<file path="config.mk">
export PLATFORM = sky130hd
export DESIGN_NAME = gpio_port_register_block_top
export DESIGN_NICKNAME = d
export VERILOG_FILES = /design/src/sv/gprb_pkg.sv /design/src/sv/gpio_port_register_block_top.sv
export SDC_FILE = /design/constraint.sdc
export NUM_CORES = 1
export LEC_CHECK = 0
export BUFFER_PORTS_ARGS = -buffer_cell sky130_fd_sc_hd__buf_2
export CAP_MARGIN = 20
export CORE_MARGIN = 3
export CORE_UTILIZATION = 55
export DETAILED_ROUTE_END_ITERATION = 8
export GPL_TIMING_DRIVEN = 0
export PLACE_DENSITY = 0.79
export SLEW_MARGIN = 25
export SYNTH_ARGS = -nofsm -noshare
export SYNTH_HDL_FRONTEND = slang
export SYNTH_SLANG_ARGS = --single-unit
</file>
<file path="constraint.sdc">
create_clock -name clk -period 8 [get_ports clk]
set_clock_uncertainty 0.1 [all_clocks]
set_input_delay 2.4 -clock clk [delete_from_list [all_inputs] [get_ports clk]]
set_output_delay 2.4 -clock clk [all_outputs]
set_load 0.02 [all_outputs]
</file>
<file path="src/sv/gprb_pkg.sv">
// gprb_pkg: shared types, register offsets and helpers for the gpio port register block
// no dependencies; imported by gpio_port_register_block_top
`default_nettype none

package gprb_pkg;

  // size of the whole port region in bytes
  localparam int REGION_SIZE = 512;

  // byte offsets inside one group
  localparam int OFF_DIR    = 'h00;
  localparam int OFF_DIRCLR = 'h04;
  localparam int OFF_DIRSET = 'h08;
  localparam int OFF_DIRTGL = 'h0C;
  localparam int OFF_OUT    = 'h10;
  localparam int OFF_OUTCLR = 'h14;
  localparam int OFF_OUTSET = 'h18;
  localparam int OFF_OUTTGL = 'h1C;
  localparam int OFF_IN     = 'h20;

  // control states
  typedef enum logic {
    ST_IDLE,
    ST_RMW
  } state_t;

  // which word of a group an access addresses
  typedef enum logic [1:0] {
    KIND_DIR  = 2'd0,
    KIND_OUT  = 2'd1,
    KIND_IN   = 2'd2,
    KIND_NONE = 2'd3
  } kind_t;

  // write operation on the addressed word
  typedef enum logic [2:0] {
    OP_NONE,
    OP_REPL,
    OP_CLR,
    OP_SET,
    OP_TGL
  } op_t;

  // byte mask for an access of 1 to 4 bytes
  function automatic logic [31:0] size_mask(input logic [2:0] size);
    logic [31:0] m;
    unique case (size)
      3'd1:    m = 32'h0000_00FF;
      3'd2:    m = 32'h0000_FFFF;
      3'd3:    m = 32'h00FF_FFFF;
      default: m = 32'hFFFF_FFFF;
    endcase
    return m;
  endfunction

  // apply a write operation to a stored word
  function automatic logic [31:0] apply_op(input op_t op, input logic [31:0] word,
                                           input logic [31:0] data);
    logic [31:0] r;
    unique case (op)
      OP_REPL: r = data;
      OP_CLR:  r = word & ~data;
      OP_SET:  r = word | data;
      OP_TGL:  r = word ^ data;
      default: r = word;
    endcase
    return r;
  endfunction

endpackage

`default_nettype wire

</file>
<file path="src/sv/gpio_port_register_block_top.sv">
// gpio_port_register_block_top: register file of a gpio port with set/clear/toggle aliases
// depends on gprb_pkg for offsets, state and op types
//
// Usage:
//   Requests enter on the s_axis channel: tuser is the action (0 read, 1 write),
//   tdata holds offset, access size and write data. Each request gives exactly
//   one response on the m_axis channel: tdata is the read data (zero for writes
//   and refused requests), tuser is ok (0 for bad size or an access past the
//   end of the region).
//   The direction, output and input words of all groups live in one memory with
//   a registered read port. A request is decoded and its word read in the accept
//   cycle; in ST_RMW the block then modifies, writes back and loads the response
//   register once that register is free. No new request is taken until this
//   read-modify-write pass through the memory port is done.
//   The response register holds a finished response while the next request is
//   accepted; if the receiver stalls, the write-back waits until the response
//   register is free, and s_axis_tready stays low meanwhile.
//   Reset clears per-entry valid bits, so all words read as zero at once; no
//   clearing pass is needed.
`default_nettype none

module gpio_port_register_block_top
  import gprb_pkg::*;
#(
  parameter int GROUPS       = 4,
  parameter int GROUP_STRIDE = 128
) (
  input  wire logic        clk,
  input  wire logic        rst,
  input  wire logic        s_axis_tvalid,
  output logic             s_axis_tready,
  // [8:0] offset, [11:9] access_size, [43:12] write_data, [47:44] zero
  input  wire logic [47:0] s_axis_tdata,
  // [0] action
  input  wire logic        s_axis_tuser,
  output logic             m_axis_tvalid,
  input  wire logic        m_axis_tready,
  // [31:0] read_data
  output logic [31:0]      m_axis_tdata,
  // [0] ok
  output logic             m_axis_tuser
);

  localparam int DEPTH  = 4 * GROUPS;
  localparam int IDX_W  = $clog2(GROUPS) + 2;
  localparam int GOFF_W = $clog2(GROUP_STRIDE);

  // request fields
  logic [8:0]  in_offset;
  logic [2:0]  in_size;
  logic [31:0] in_data;

  assign in_offset = s_axis_tdata[8:0];
  assign in_size   = s_axis_tdata[11:9];
  assign in_data   = s_axis_tdata[43:12];

  // control
  state_t state, state_next;
  logic   accept;
  logic   out_free;
  logic   rmw_go;

  // decode of the incoming request
  logic [2:0]        grp;
  logic [8:0]        grp_base;
  logic [GOFF_W-1:0] goff;
  logic [GOFF_W-1:0] word_off;
  logic              size_ok;
  logic              range_ok;
  logic              in_grp;
  kind_t             kind;
  op_t               op;
  logic              hit;
  logic [IDX_W-1:0]  idx;

  // registered request
  logic             req_ok;
  logic             req_read;
  logic             req_hit;
  op_t              req_op;
  logic [1:0]       req_lane;
  logic [2:0]       req_size;
  logic [31:0]      req_data;
  logic [IDX_W-1:0] req_idx;

  // memory and its valid bits
  logic [31:0]      mem [DEPTH];
  logic [DEPTH-1:0] vld;
  logic [31:0]      rd_word;
  logic             rd_vld;

  // modify stage
  logic [31:0] word;
  logic [31:0] rd_value;
  logic [31:0] new_word;
  logic        do_write;

  // response register
  logic        out_valid;
  logic [31:0] out_data;
  logic        out_ok;

  assign accept   = s_axis_tvalid && s_axis_tready;
  assign out_free = !out_valid || m_axis_tready;

  // group select by comparing against each group base
  always_comb begin
    grp      = 3'd0;
    grp_base = 9'd0;
    for (int k = 1; k < 8; k++) begin
      if (32'(in_offset) >= 32'(k * GROUP_STRIDE)) begin
        grp      = 3'(k);
        grp_base = 9'(k * GROUP_STRIDE);
      end
    end
    goff     = GOFF_W'(in_offset - grp_base);
    word_off = {goff[GOFF_W-1:2], 2'b00};
  end

  // size, range and group checks
  always_comb begin
    size_ok  = (in_size != 3'd0) && (in_size <= 3'd4);
    range_ok = ({1'b0, in_offset} + {7'd0, in_size}) <= 10'(REGION_SIZE);
    in_grp   = 4'(grp) < 4'(GROUPS);
  end

  // word kind from the aligned offset
  always_comb begin
    if (word_off <= GOFF_W'(OFF_DIRTGL)) begin
      kind = KIND_DIR;
    end else if (word_off >= GOFF_W'(OFF_OUT) && word_off <= GOFF_W'(OFF_OUTTGL)) begin
      kind = KIND_OUT;
    end else if (word_off == GOFF_W'(OFF_IN)) begin
      kind = KIND_IN;
    end else begin
      kind = KIND_NONE;
    end
  end

  // write operation from the exact alias offset
  always_comb begin
    unique case (goff)
      GOFF_W'(OFF_DIR), GOFF_W'(OFF_OUT), GOFF_W'(OFF_IN): op = OP_REPL;
      GOFF_W'(OFF_DIRCLR), GOFF_W'(OFF_OUTCLR):              op = OP_CLR;
      GOFF_W'(OFF_DIRSET), GOFF_W'(OFF_OUTSET):              op = OP_SET;
      GOFF_W'(OFF_DIRTGL), GOFF_W'(OFF_OUTTGL):              op = OP_TGL;
      default:                                               op = OP_NONE;
    endcase
  end

  // memory index, pointed at entry zero when nothing is addressed
  always_comb begin
    hit = in_grp && (kind != KIND_NONE);
    idx = hit ? IDX_W'({grp, kind}) : '0;
  end

  // next state
  always_comb begin
    state_next = state;
    unique case (state)
      ST_IDLE: if (s_axis_tvalid) state_next = ST_RMW;
      ST_RMW:  if (out_free) state_next = ST_IDLE;
      default: state_next = ST_IDLE;
    endcase
  end

  // state outputs
  always_comb begin
    s_axis_tready = 1'b0;
    rmw_go        = 1'b0;
    unique case (state)
      ST_IDLE: s_axis_tready = 1'b1;
      ST_RMW:  rmw_go = out_free;
      default: s_axis_tready = 1'b0;
    endcase
  end

  always_ff @(posedge clk) begin
    if (rst) begin
      state <= ST_IDLE;
    end else begin
      state <= state_next;
    end
  end

  // capture the decoded request
  always_ff @(posedge clk) begin
    if (accept) begin
      req_ok   <= size_ok && range_ok;
      req_read <= !s_axis_tuser;
      req_hit  <= hit;
      req_op   <= op;
      req_lane <= goff[1:0];
      req_size <= in_size;
      req_data <= in_data & size_mask(in_size);
      req_idx  <= idx;
    end
  end

  // memory read port, registered
  always_ff @(posedge clk) begin
    if (accept) begin
      rd_word <= mem[idx];
      rd_vld  <= vld[idx];
    end
  end

  // modify the stored word
  always_comb begin
    word     = rd_vld ? rd_word : 32'd0;
    rd_value = (word >> {req_lane, 3'b000}) & size_mask(req_size);
    new_word = apply_op(req_op, word, req_data);
    do_write = rmw_go && req_ok && !req_read && req_hit && (req_op != OP_NONE);
  end

  // memory write port
  always_ff @(posedge clk) begin
    if (do_write) begin
      mem[req_idx] <= new_word;
    end
  end

  // valid bits, cleared by reset
  always_ff @(posedge clk) begin
    if (rst) begin
      vld <= '0;
    end else if (do_write) begin
      vld[req_idx] <= 1'b1;
    end
  end

  // response register
  always_ff @(posedge clk) begin
    if (rst) begin
      out_valid <= 1'b0;
    end else if (rmw_go) begin
      out_valid <= 1'b1;
    end else if (m_axis_tready) begin
      out_valid <= 1'b0;
    end
  end

  always_ff @(posedge clk) begin
    if (rmw_go) begin
      out_ok   <= req_ok;
      out_data <= (req_ok && req_read && req_hit) ? rd_value : 32'd0;
    end
  end

  assign m_axis_tvalid = out_valid;
  assign m_axis_tdata  = out_data;
  assign m_axis_tuser  = out_ok;

  // an accepted request always moves to the modify state
  a_accept_rmw: assert property (@(posedge clk) disable iff (rst)
    accept |=> (state == ST_RMW))
    else $error("accepted request did not enter modify state");

  // a finished modify pass always presents a response
  a_rmw_resp: assert property (@(posedge clk) disable iff (rst)
    rmw_go |=> m_axis_tvalid)
    else $error("modify pass did not produce a response");

  // refused requests answer with zero data
  a_refused_zero: assert property (@(posedge clk) disable iff (rst)
    (m_axis_tvalid && !m_axis_tuser) |-> (m_axis_tdata == 32'd0))
    else $error("refused request returned data");

  // writes answer with zero data
  a_write_zero: assert property (@(posedge clk) disable iff (rst)
    (rmw_go && !req_read) |=> (m_axis_tdata == 32'd0))
    else $error("write request returned data");

  // the memory is only written during a modify pass
  a_write_in_rmw: assert property (@(posedge clk) disable iff (rst)
    do_write |-> (state == ST_RMW && out_free))
    else $error("memory written outside modify pass");

endmodule

`default_nettype wire

</file>
==> run metrics, run 1 <==
Core Box Area=0.0410 sq mm; post-synth top area share=65.1%; crit-path max FO=10; Fillers=2768; ys flop type=edfxtp_1; Required @ worst endpoint=8.18 ns; worst vdd ir=0.000163 V; vias in the first global route=15.3k; flops & latches, synth=511; routed wire length=62.7 mm; commonest non-fill, non-tap cell in the layout=edfxtp_1; routed len/inst=26.1 um; Synth cell types=45; run status=finished clean; post-route insts no fill=2401; CTS H-tree depth=2; final setup fails=0; Placed Cells=2289; synthesized area=0.0229 sq mm; Area Growth Syn to Fin=14.9%; reg2reg start=req_read; CTS sink cnt=511; Crit path max-delay family=buffers and inverters; worst path cell trace=buf_2 > buf_2 > nor3b_2 > buf_4 > buf_4 > buf_2 > o221ai_1 > a31oi_1 > a32oi_1; most used cell along the critical path=buf_2; cts repair resizes=0; Hold Crit Class=flop to flop; synth top area cells=edfxtp_1 (65%), mux2_2 (5.0%), o211ai_1 (4.2%), ha_1 (3.7%), or3_1 (3.7%); fin. max-slew vios=0; Clock Path Buffers=3; Post-synth EDFFs=497; crit path max-delay cell type=nor3b_2; register area share after synthesis=66.3%; Via density=6.53; 1st-iter DRT viols=1965; first-pass GRT wire length=92.9 mm; Post-synth ARST share=0%; CTS root buf=clkbuf_16; Worst-Skew Late Latency=0.61 ns; Nets=1950; clk slew on worst S/H paths=0.06 ns; max cap viols=0; slew of the pin with the lowest slew margin=1.06 ns; Storage cell area=0.0152 sq mm; DRC violations left=0; share of post-route cells with drive strength above 1=19.5%; HP Start=vld[0]; highest clock rate=202 MHz; Rel. slew slack=29.2%; antenna violations before repair=2; # rows=74; Tcrit/Tclk final=61.8%; Reg2Reg Depth=6; CP endpoint kind=flop; n_diodes=0; die area=0.0442 sq mm; critical path depth=9; Synth Warn #=0; 1st-pass router iterations=6; GR Overflow Total=0; worst hold slack=0.381 ns; Mapped Cells=1651; Hold Buf Count CTS=0; post-route ant nets=0; footprint of the multi-input gates=0.00689 sq mm; Reg-to-Reg End=mem[2][9]; leak pwr=8.99 nW; Avg Inst Size Synth=13.9 sq um; GP Congestion=0.911; post-DP HPWL=43.8 mm; Hold EP=vld[0]; crit path time final=4.94 ns; I/O pins=88; CTS tree=built; CTS buffer count=50; area leader, netlist=edfxtp_1; Fin. Hold Viols=0; commonest cells after routing, fill and taps aside=edfxtp_1 (497), or3_1 (134), o211ai_1 (129); Critical Path AT=5.12 ns; Setup Fix Bufs, Post-CTS=0; Die Ht=210 um; largest net degree at the start of global routing=28; hold path depth=1; GRT Total Usage=28.0%; max incr delay on CP=0.80 ns; flop2flop setup slack=4.51 ns; Die Wd=210 um; RSZ-0062 raised after global routing=false; CP startpoint kind=input pin; kind of critical path=input pin to flop; syn nets=1772; P per Cell Area=228 mW/mm^2; Initial Util=55.9%; Vias=15.7k; IO buf count=82; Buffers & Inverters on Critical Path=5
## how the worst max path moves through the flow
stage                                from     endpoint  slack (ns)
after global placement      s_axis_tvalid   rd_word[8]       -0.53
after CTS                   m_axis_tready    mem[2][9]        2.95
after detailed placement    m_axis_tready   mem[2][14]        2.41
after floorplan             s_axis_tvalid       rd_vld        1.47
after global routing      s_axis_tdata[4]  rd_word[30]        3.05
final                     s_axis_tdata[4]  rd_word[30]        3.06
## registers in the layout, indices dropped and copies added, names as in the netlist
register,flops
state,1
req_lane,2
m_axis_tdata,32
req_size,3
req_idx,4
vld,12
req_read,1
m_axis_tvalid,1
rd_word,32
mem,384
req_ok,1
m_axis_tuser,1
req_op,3
req_data,32
rd_vld,1
req_hit,1
## power breakdown
group	total, mW	internal (mW)	switching (mW)
logic	0.518	0.149	0.369
registers	3.07	3.04	0.0259
clock network	2.41	1.41	1.01
## cell usage after synthesis, types with 10 or more instances
| cell type | instances |
|---|---|
| o221ai_1 | 33 |
| ha_1 | 67 |
| edfxtp_1 | 497 |
| clkbuf_1 | 89 |
| buf_2 | 32 |
| nand2_1 | 43 |
| nor2_1 | 95 |
| inv_1 | 105 |
| dfxtp_1 | 14 |
| and2_1 | 10 |
| or4bb_1 | 33 |
| o211ai_1 | 129 |
| nor2b_1 | 20 |
| a32oi_1 | 33 |
| o22ai_1 | 10 |
| a21oi_1 | 57 |
| or3_1 | 134 |
| mux2_2 | 102 |
| a22oi_1 | 30 |
| a31oi_1 | 33 |
## routing by layer
layer  GRT usage, %  vias to the layer above  part of all wire [%]
met5              0                        -                 0.032
met4           11.0                        4                   3.7
met3           6.44                      174                    12
met2           46.2                     1036                    48
met1           36.5                     7713                    36
li1               -                     6750                     -
## stage by stage
| stage | TNS (ns) | total power, mW | setup WS, ns | area, sq um | util (%) |
|---|---|---|---|---|---|
| after floorplan | 0 | 3.40 | 1.47 | 22900 | - |
| after global placement | -52.88 | 3.58 | -0.529 | 24000 | 58.5 |
| after detailed placement | 0 | 3.61 | 2.41 | 24500 | 59.8 |
| after CTS | 0 | 5.98 | 2.95 | 26200 | 63.8 |
| after global routing | 0 | 6.16 | 3.05 | 26300 | 64.2 |
| final | 0 | 6.00 | 3.06 | 26300 | 64.2 |
## area by class of cell
cell class | count | area share, %
plain buffers | 130 | 2.03
clock buffers | 70 | 5.26
clock inverters | 22 | 1.07
inverters | 105 | 1.50
multi-input cells | 905 | 26.2
flip-flops and latches | 511 | 57.7
well taps | 532 | 2.53
repair buffers | 126 | 3.72
## kinds of logic after synthesis
| kind of cell | after synthesis | synth area share, % |
|---|---|---|
| AO/OA/AOI/OAI | 352 | 11.1 |
| flip-flops | 511 | 66.3 |
| XOR/XNOR | 5 | 0.191 |
| AND/OR/NAND/NOR | 378 | 9.62 |
| multiplexers | 102 | 5.01 |
| adder cells (fa/ha/maj) | 68 | 3.74 |
| buffers and inverters | 235 | 4.06 |
No activity file was read; power rests on OpenSTA's default activity.
==> run 2: changes to the inputs <==
--- a/config.mk
+++ b/config.mk
@@ -5,13 +5,14 @@
 export SDC_FILE = /design/constraint.sdc
 export NUM_CORES = 1
 export LEC_CHECK = 0
+export ABC_AREA = 1
 export BUFFER_PORTS_ARGS = -buffer_cell sky130_fd_sc_hd__buf_2
 export CAP_MARGIN = 20
 export CORE_MARGIN = 3
 export CORE_UTILIZATION = 55
 export DETAILED_ROUTE_END_ITERATION = 8
 export GPL_TIMING_DRIVEN = 0
-export PLACE_DENSITY = 0.79
+export PLACE_DENSITY = 0.82
 export SLEW_MARGIN = 25
 export SYNTH_ARGS = -nofsm -noshare
 export SYNTH_HDL_FRONTEND = slang
==> constraint.sdc (replaced) <==
create_clock -name clk -period 4.1 [get_ports clk]
set_clock_uncertainty 0.1 [all_clocks]
set_input_delay 1.23 -clock clk [delete_from_list [all_inputs] [get_ports clk]]
set_output_delay 1.23 -clock clk [all_outputs]
set_load 0.02 [all_outputs]
==> run metrics, run 2 <==
run status=finished clean; Layout Utilization=63.2% (-1.1 points); Placed Cells=3128 (+37%); Initial Util=56.0% (+0.088 points); clk slew on worst S/H paths=0.06 ns (about the same); Cell Area, Placed=0.0258 sq mm (+5.2%); Most flops, register=mem; slew of the pin with the lowest slew margin=1.08 ns (+0.0241 ns); commonest cells after routing, fill and taps aside=nand2_1 (497), edfxtp_1 (497), nand3_1 (439); ys flop type=edfxtp_1; CP endpoint kind=flop; grt met2 use=48.2% (+2.0 points); Area Growth Syn to Fin=12.8%; worst vdd ir=0.000317 V (+94%); GP Congestion=0.948 (+4.1%); die area=0.0467 sq mm (+5.7%); Core Box Area=0.0434 sq mm (+5.7%); 1st-pass router iterations=9 (+3); register area share after synthesis=62.6% (-3.7 points); Nets=2716 (+39%); Avg Inst Size Synth=9.95 sq um (-28%); Required @ worst endpoint=4.29 ns (-3.89 ns); Worst-Skew Late Latency=0.61 ns (about the same); final setup fails=0 (unchanged); Reg2Reg Depth=7 (+1); highest clock rate=290 MHz; Reg-to-Reg End=mem[12][10]; first-pass GRT wire length=103 mm (+11%); Critical Path AT=3.65 ns (-1.47 ns); antenna violations before repair=0 (-2); Worst Setup SP=m_axis_tready; largest net degree at the start of global routing=36 (+29%); post-DP HPWL=49.0 mm (+12%); critical path endpoint=mem[12][10]; M3 GR Usage=6.21% (-0.23 points); global routing usage on met1=36.2% (-0.35 points); post-route ant nets=0 (unchanged); CTS sink cnt=511 (unchanged); area leader, netlist=edfxtp_1; Clock Path Buffers=3 (unchanged); most used routing layer=met2; P per Cell Area=423 mW/mm^2 (+86%); I/O pins=88 (unchanged); Die Ht=216 um (+2.8%); CTS root buf=clkbuf_16; flops & latches, synth=511 (unchanged); fin. max-slew vios=0 (unchanged); Mapped Cells=2440 (+48%); max cap viols=0 (unchanged); Fillers=3290 (+19%); crit-path max FO=35 (+25); footprint of the multi-input gates=0.00686 sq mm (-0.51%); Via density=5.77 (-12%); Fin. Hold Viols=0 (unchanged); CTS buffer count=50 (unchanged); GR Overflow Total=0 (unchanged); cts repair resizes=0 (unchanged); Tcrit/Tclk final=84.2%; # rows=76 (+2.7%); Vias=18.6k (+18%); Post-synth ARST share=0% (unchanged); reg2reg start=state; Synth cell types=29 (-36%); synth top area cells=edfxtp_1 (61%), nand3_1 (9.1%), nand2_1 (7.7%), inv_1 (6.7%), ha_1 (3.5%); post-route insts no fill=3220 (+34%); Storage cell area=0.0152 sq mm (unchanged); synthesized area=0.0243 sq mm (+5.9%); 1st-iter DRT viols=2512 (+28%); Hold Crit Class=flop to flop; flop2flop setup slack=1.04 ns (-3.47 ns); CP startpoint kind=input pin; GRT Total Usage=29.0% (+1.0 points); syn nets=2561 (+45%); top cells by count, synth=edfxtp_1 (497), nand2_1 (497), nand3_1 (439), inv_1 (431), o21ai_0 (132); IO buf count=81 (-1.2%); fin area=0.0274 sq mm (+4.0%); vias in the first global route=18.1k (+19%); share of post-route cells with drive strength above 1=10.1% (-9.4 points); routed len/inst=21.4 um (-18%); n_diodes=0 (unchanged); Post-synth EDFFs=497 (unchanged); post-synth top area share=61.5% (-3.6 points); CTS H-tree depth=2 (unchanged); Hold Buf Count CTS=0 (unchanged); Synth Warn #=0 (unchanged); CTS tree=built; DRC violations left=0 (unchanged); leak pwr=11.9 nW (+32%); RSZ-0062 raised after global routing=false; Rel. slew slack=27.4% (-1.8 points); Setup Fix Bufs, Post-CTS=0 (unchanged); kind of critical path=input pin to flop; routed wire length=68.8 mm (+9.8%); crit path time final=3.45 ns; max reg flops=384 (unchanged); Total Power=11.6 mW (+93%); Die Wd=216 um (+2.8%)
run 2: final cells by class:
type,count,area share [%]
buffer,135,2.21
clock buffer,61,4.87
clock inverter,31,0.955
inverter,435,5.96
multi-input combinational,1359,25.0
sequential,511,55.5
tap,585,2.67
timing repair buffer,103,2.78
run 2: metrics by stage:
| stage | setup TNS, ns | setup slack, ns | hold slack (ns) |
|---|---|---|---|
| CTS | 0 | 0.708 | 0.362 |
| global placement | -364.77 | -0.946 | 0.345 |
| finish | 0 | 0.648 | 0.364 |
| detailed placement | 0 | 0.0877 | 0.351 |
| floorplan | 0 | 0.232 | 0.327 |
| global route | 0 | 0.453 | 0.382 |
run 2: power by group:
group          internal [mW]  leakage (nW)  switching, mW
Combinational          0.256          6.39          0.826
Sequential              5.95          4.69         0.0326
Clock                   2.56         0.781           1.96
run 2: logic make-up (layout without fill, tap and decap cells):
family / Yosys count / count (layout) / synth area share, %
xor gates and xnor gates: 1 / 1 / 0.0361
DFF: 511 / 511 / 62.6
adders and majority gates: 68 / 68 / 3.54
and+or+nand+nor: 1099 / 1099 / 20.4
AOI/OAI and AO/OA: 191 / 191 / 4.13
buffers and inverters: 570 / 765 / 9.22
run 2: metal layers:
metal	wire (um)	part of all wire (%)
met1	24600	36
met2	32500	47
met3	8160	12
met4	3620	5.3
met5	0	0
run 2: worst min path at each step:
| stage | start | endpoint | slack (ns) | depth (start not counted) |
|---|---|---|---|---|
| floorplan | vld[6] | vld[6] | 0.33 | 2 |
| global placement | vld[5] | vld[5] | 0.35 | 2 |
| detailed placement | vld[0] | vld[0] | 0.35 | 2 |
| CTS | vld[0] | vld[0] | 0.36 | 2 |
| global route | vld[4] | vld[4] | 0.38 | 2 |
| finish | vld[0] | vld[0] | 0.36 | 2 |
run 2: critical path, cell delays in order:
cell,delay [ns]
buf_2,0.08
inv_1,0.03
nand2_1,0.07
nand2_1,0.07
inv_2,0.52
nand3_1,0.34
nor2_1,0.38
nand2_1,0.16
inv_2,0.50
buf_16,0.24
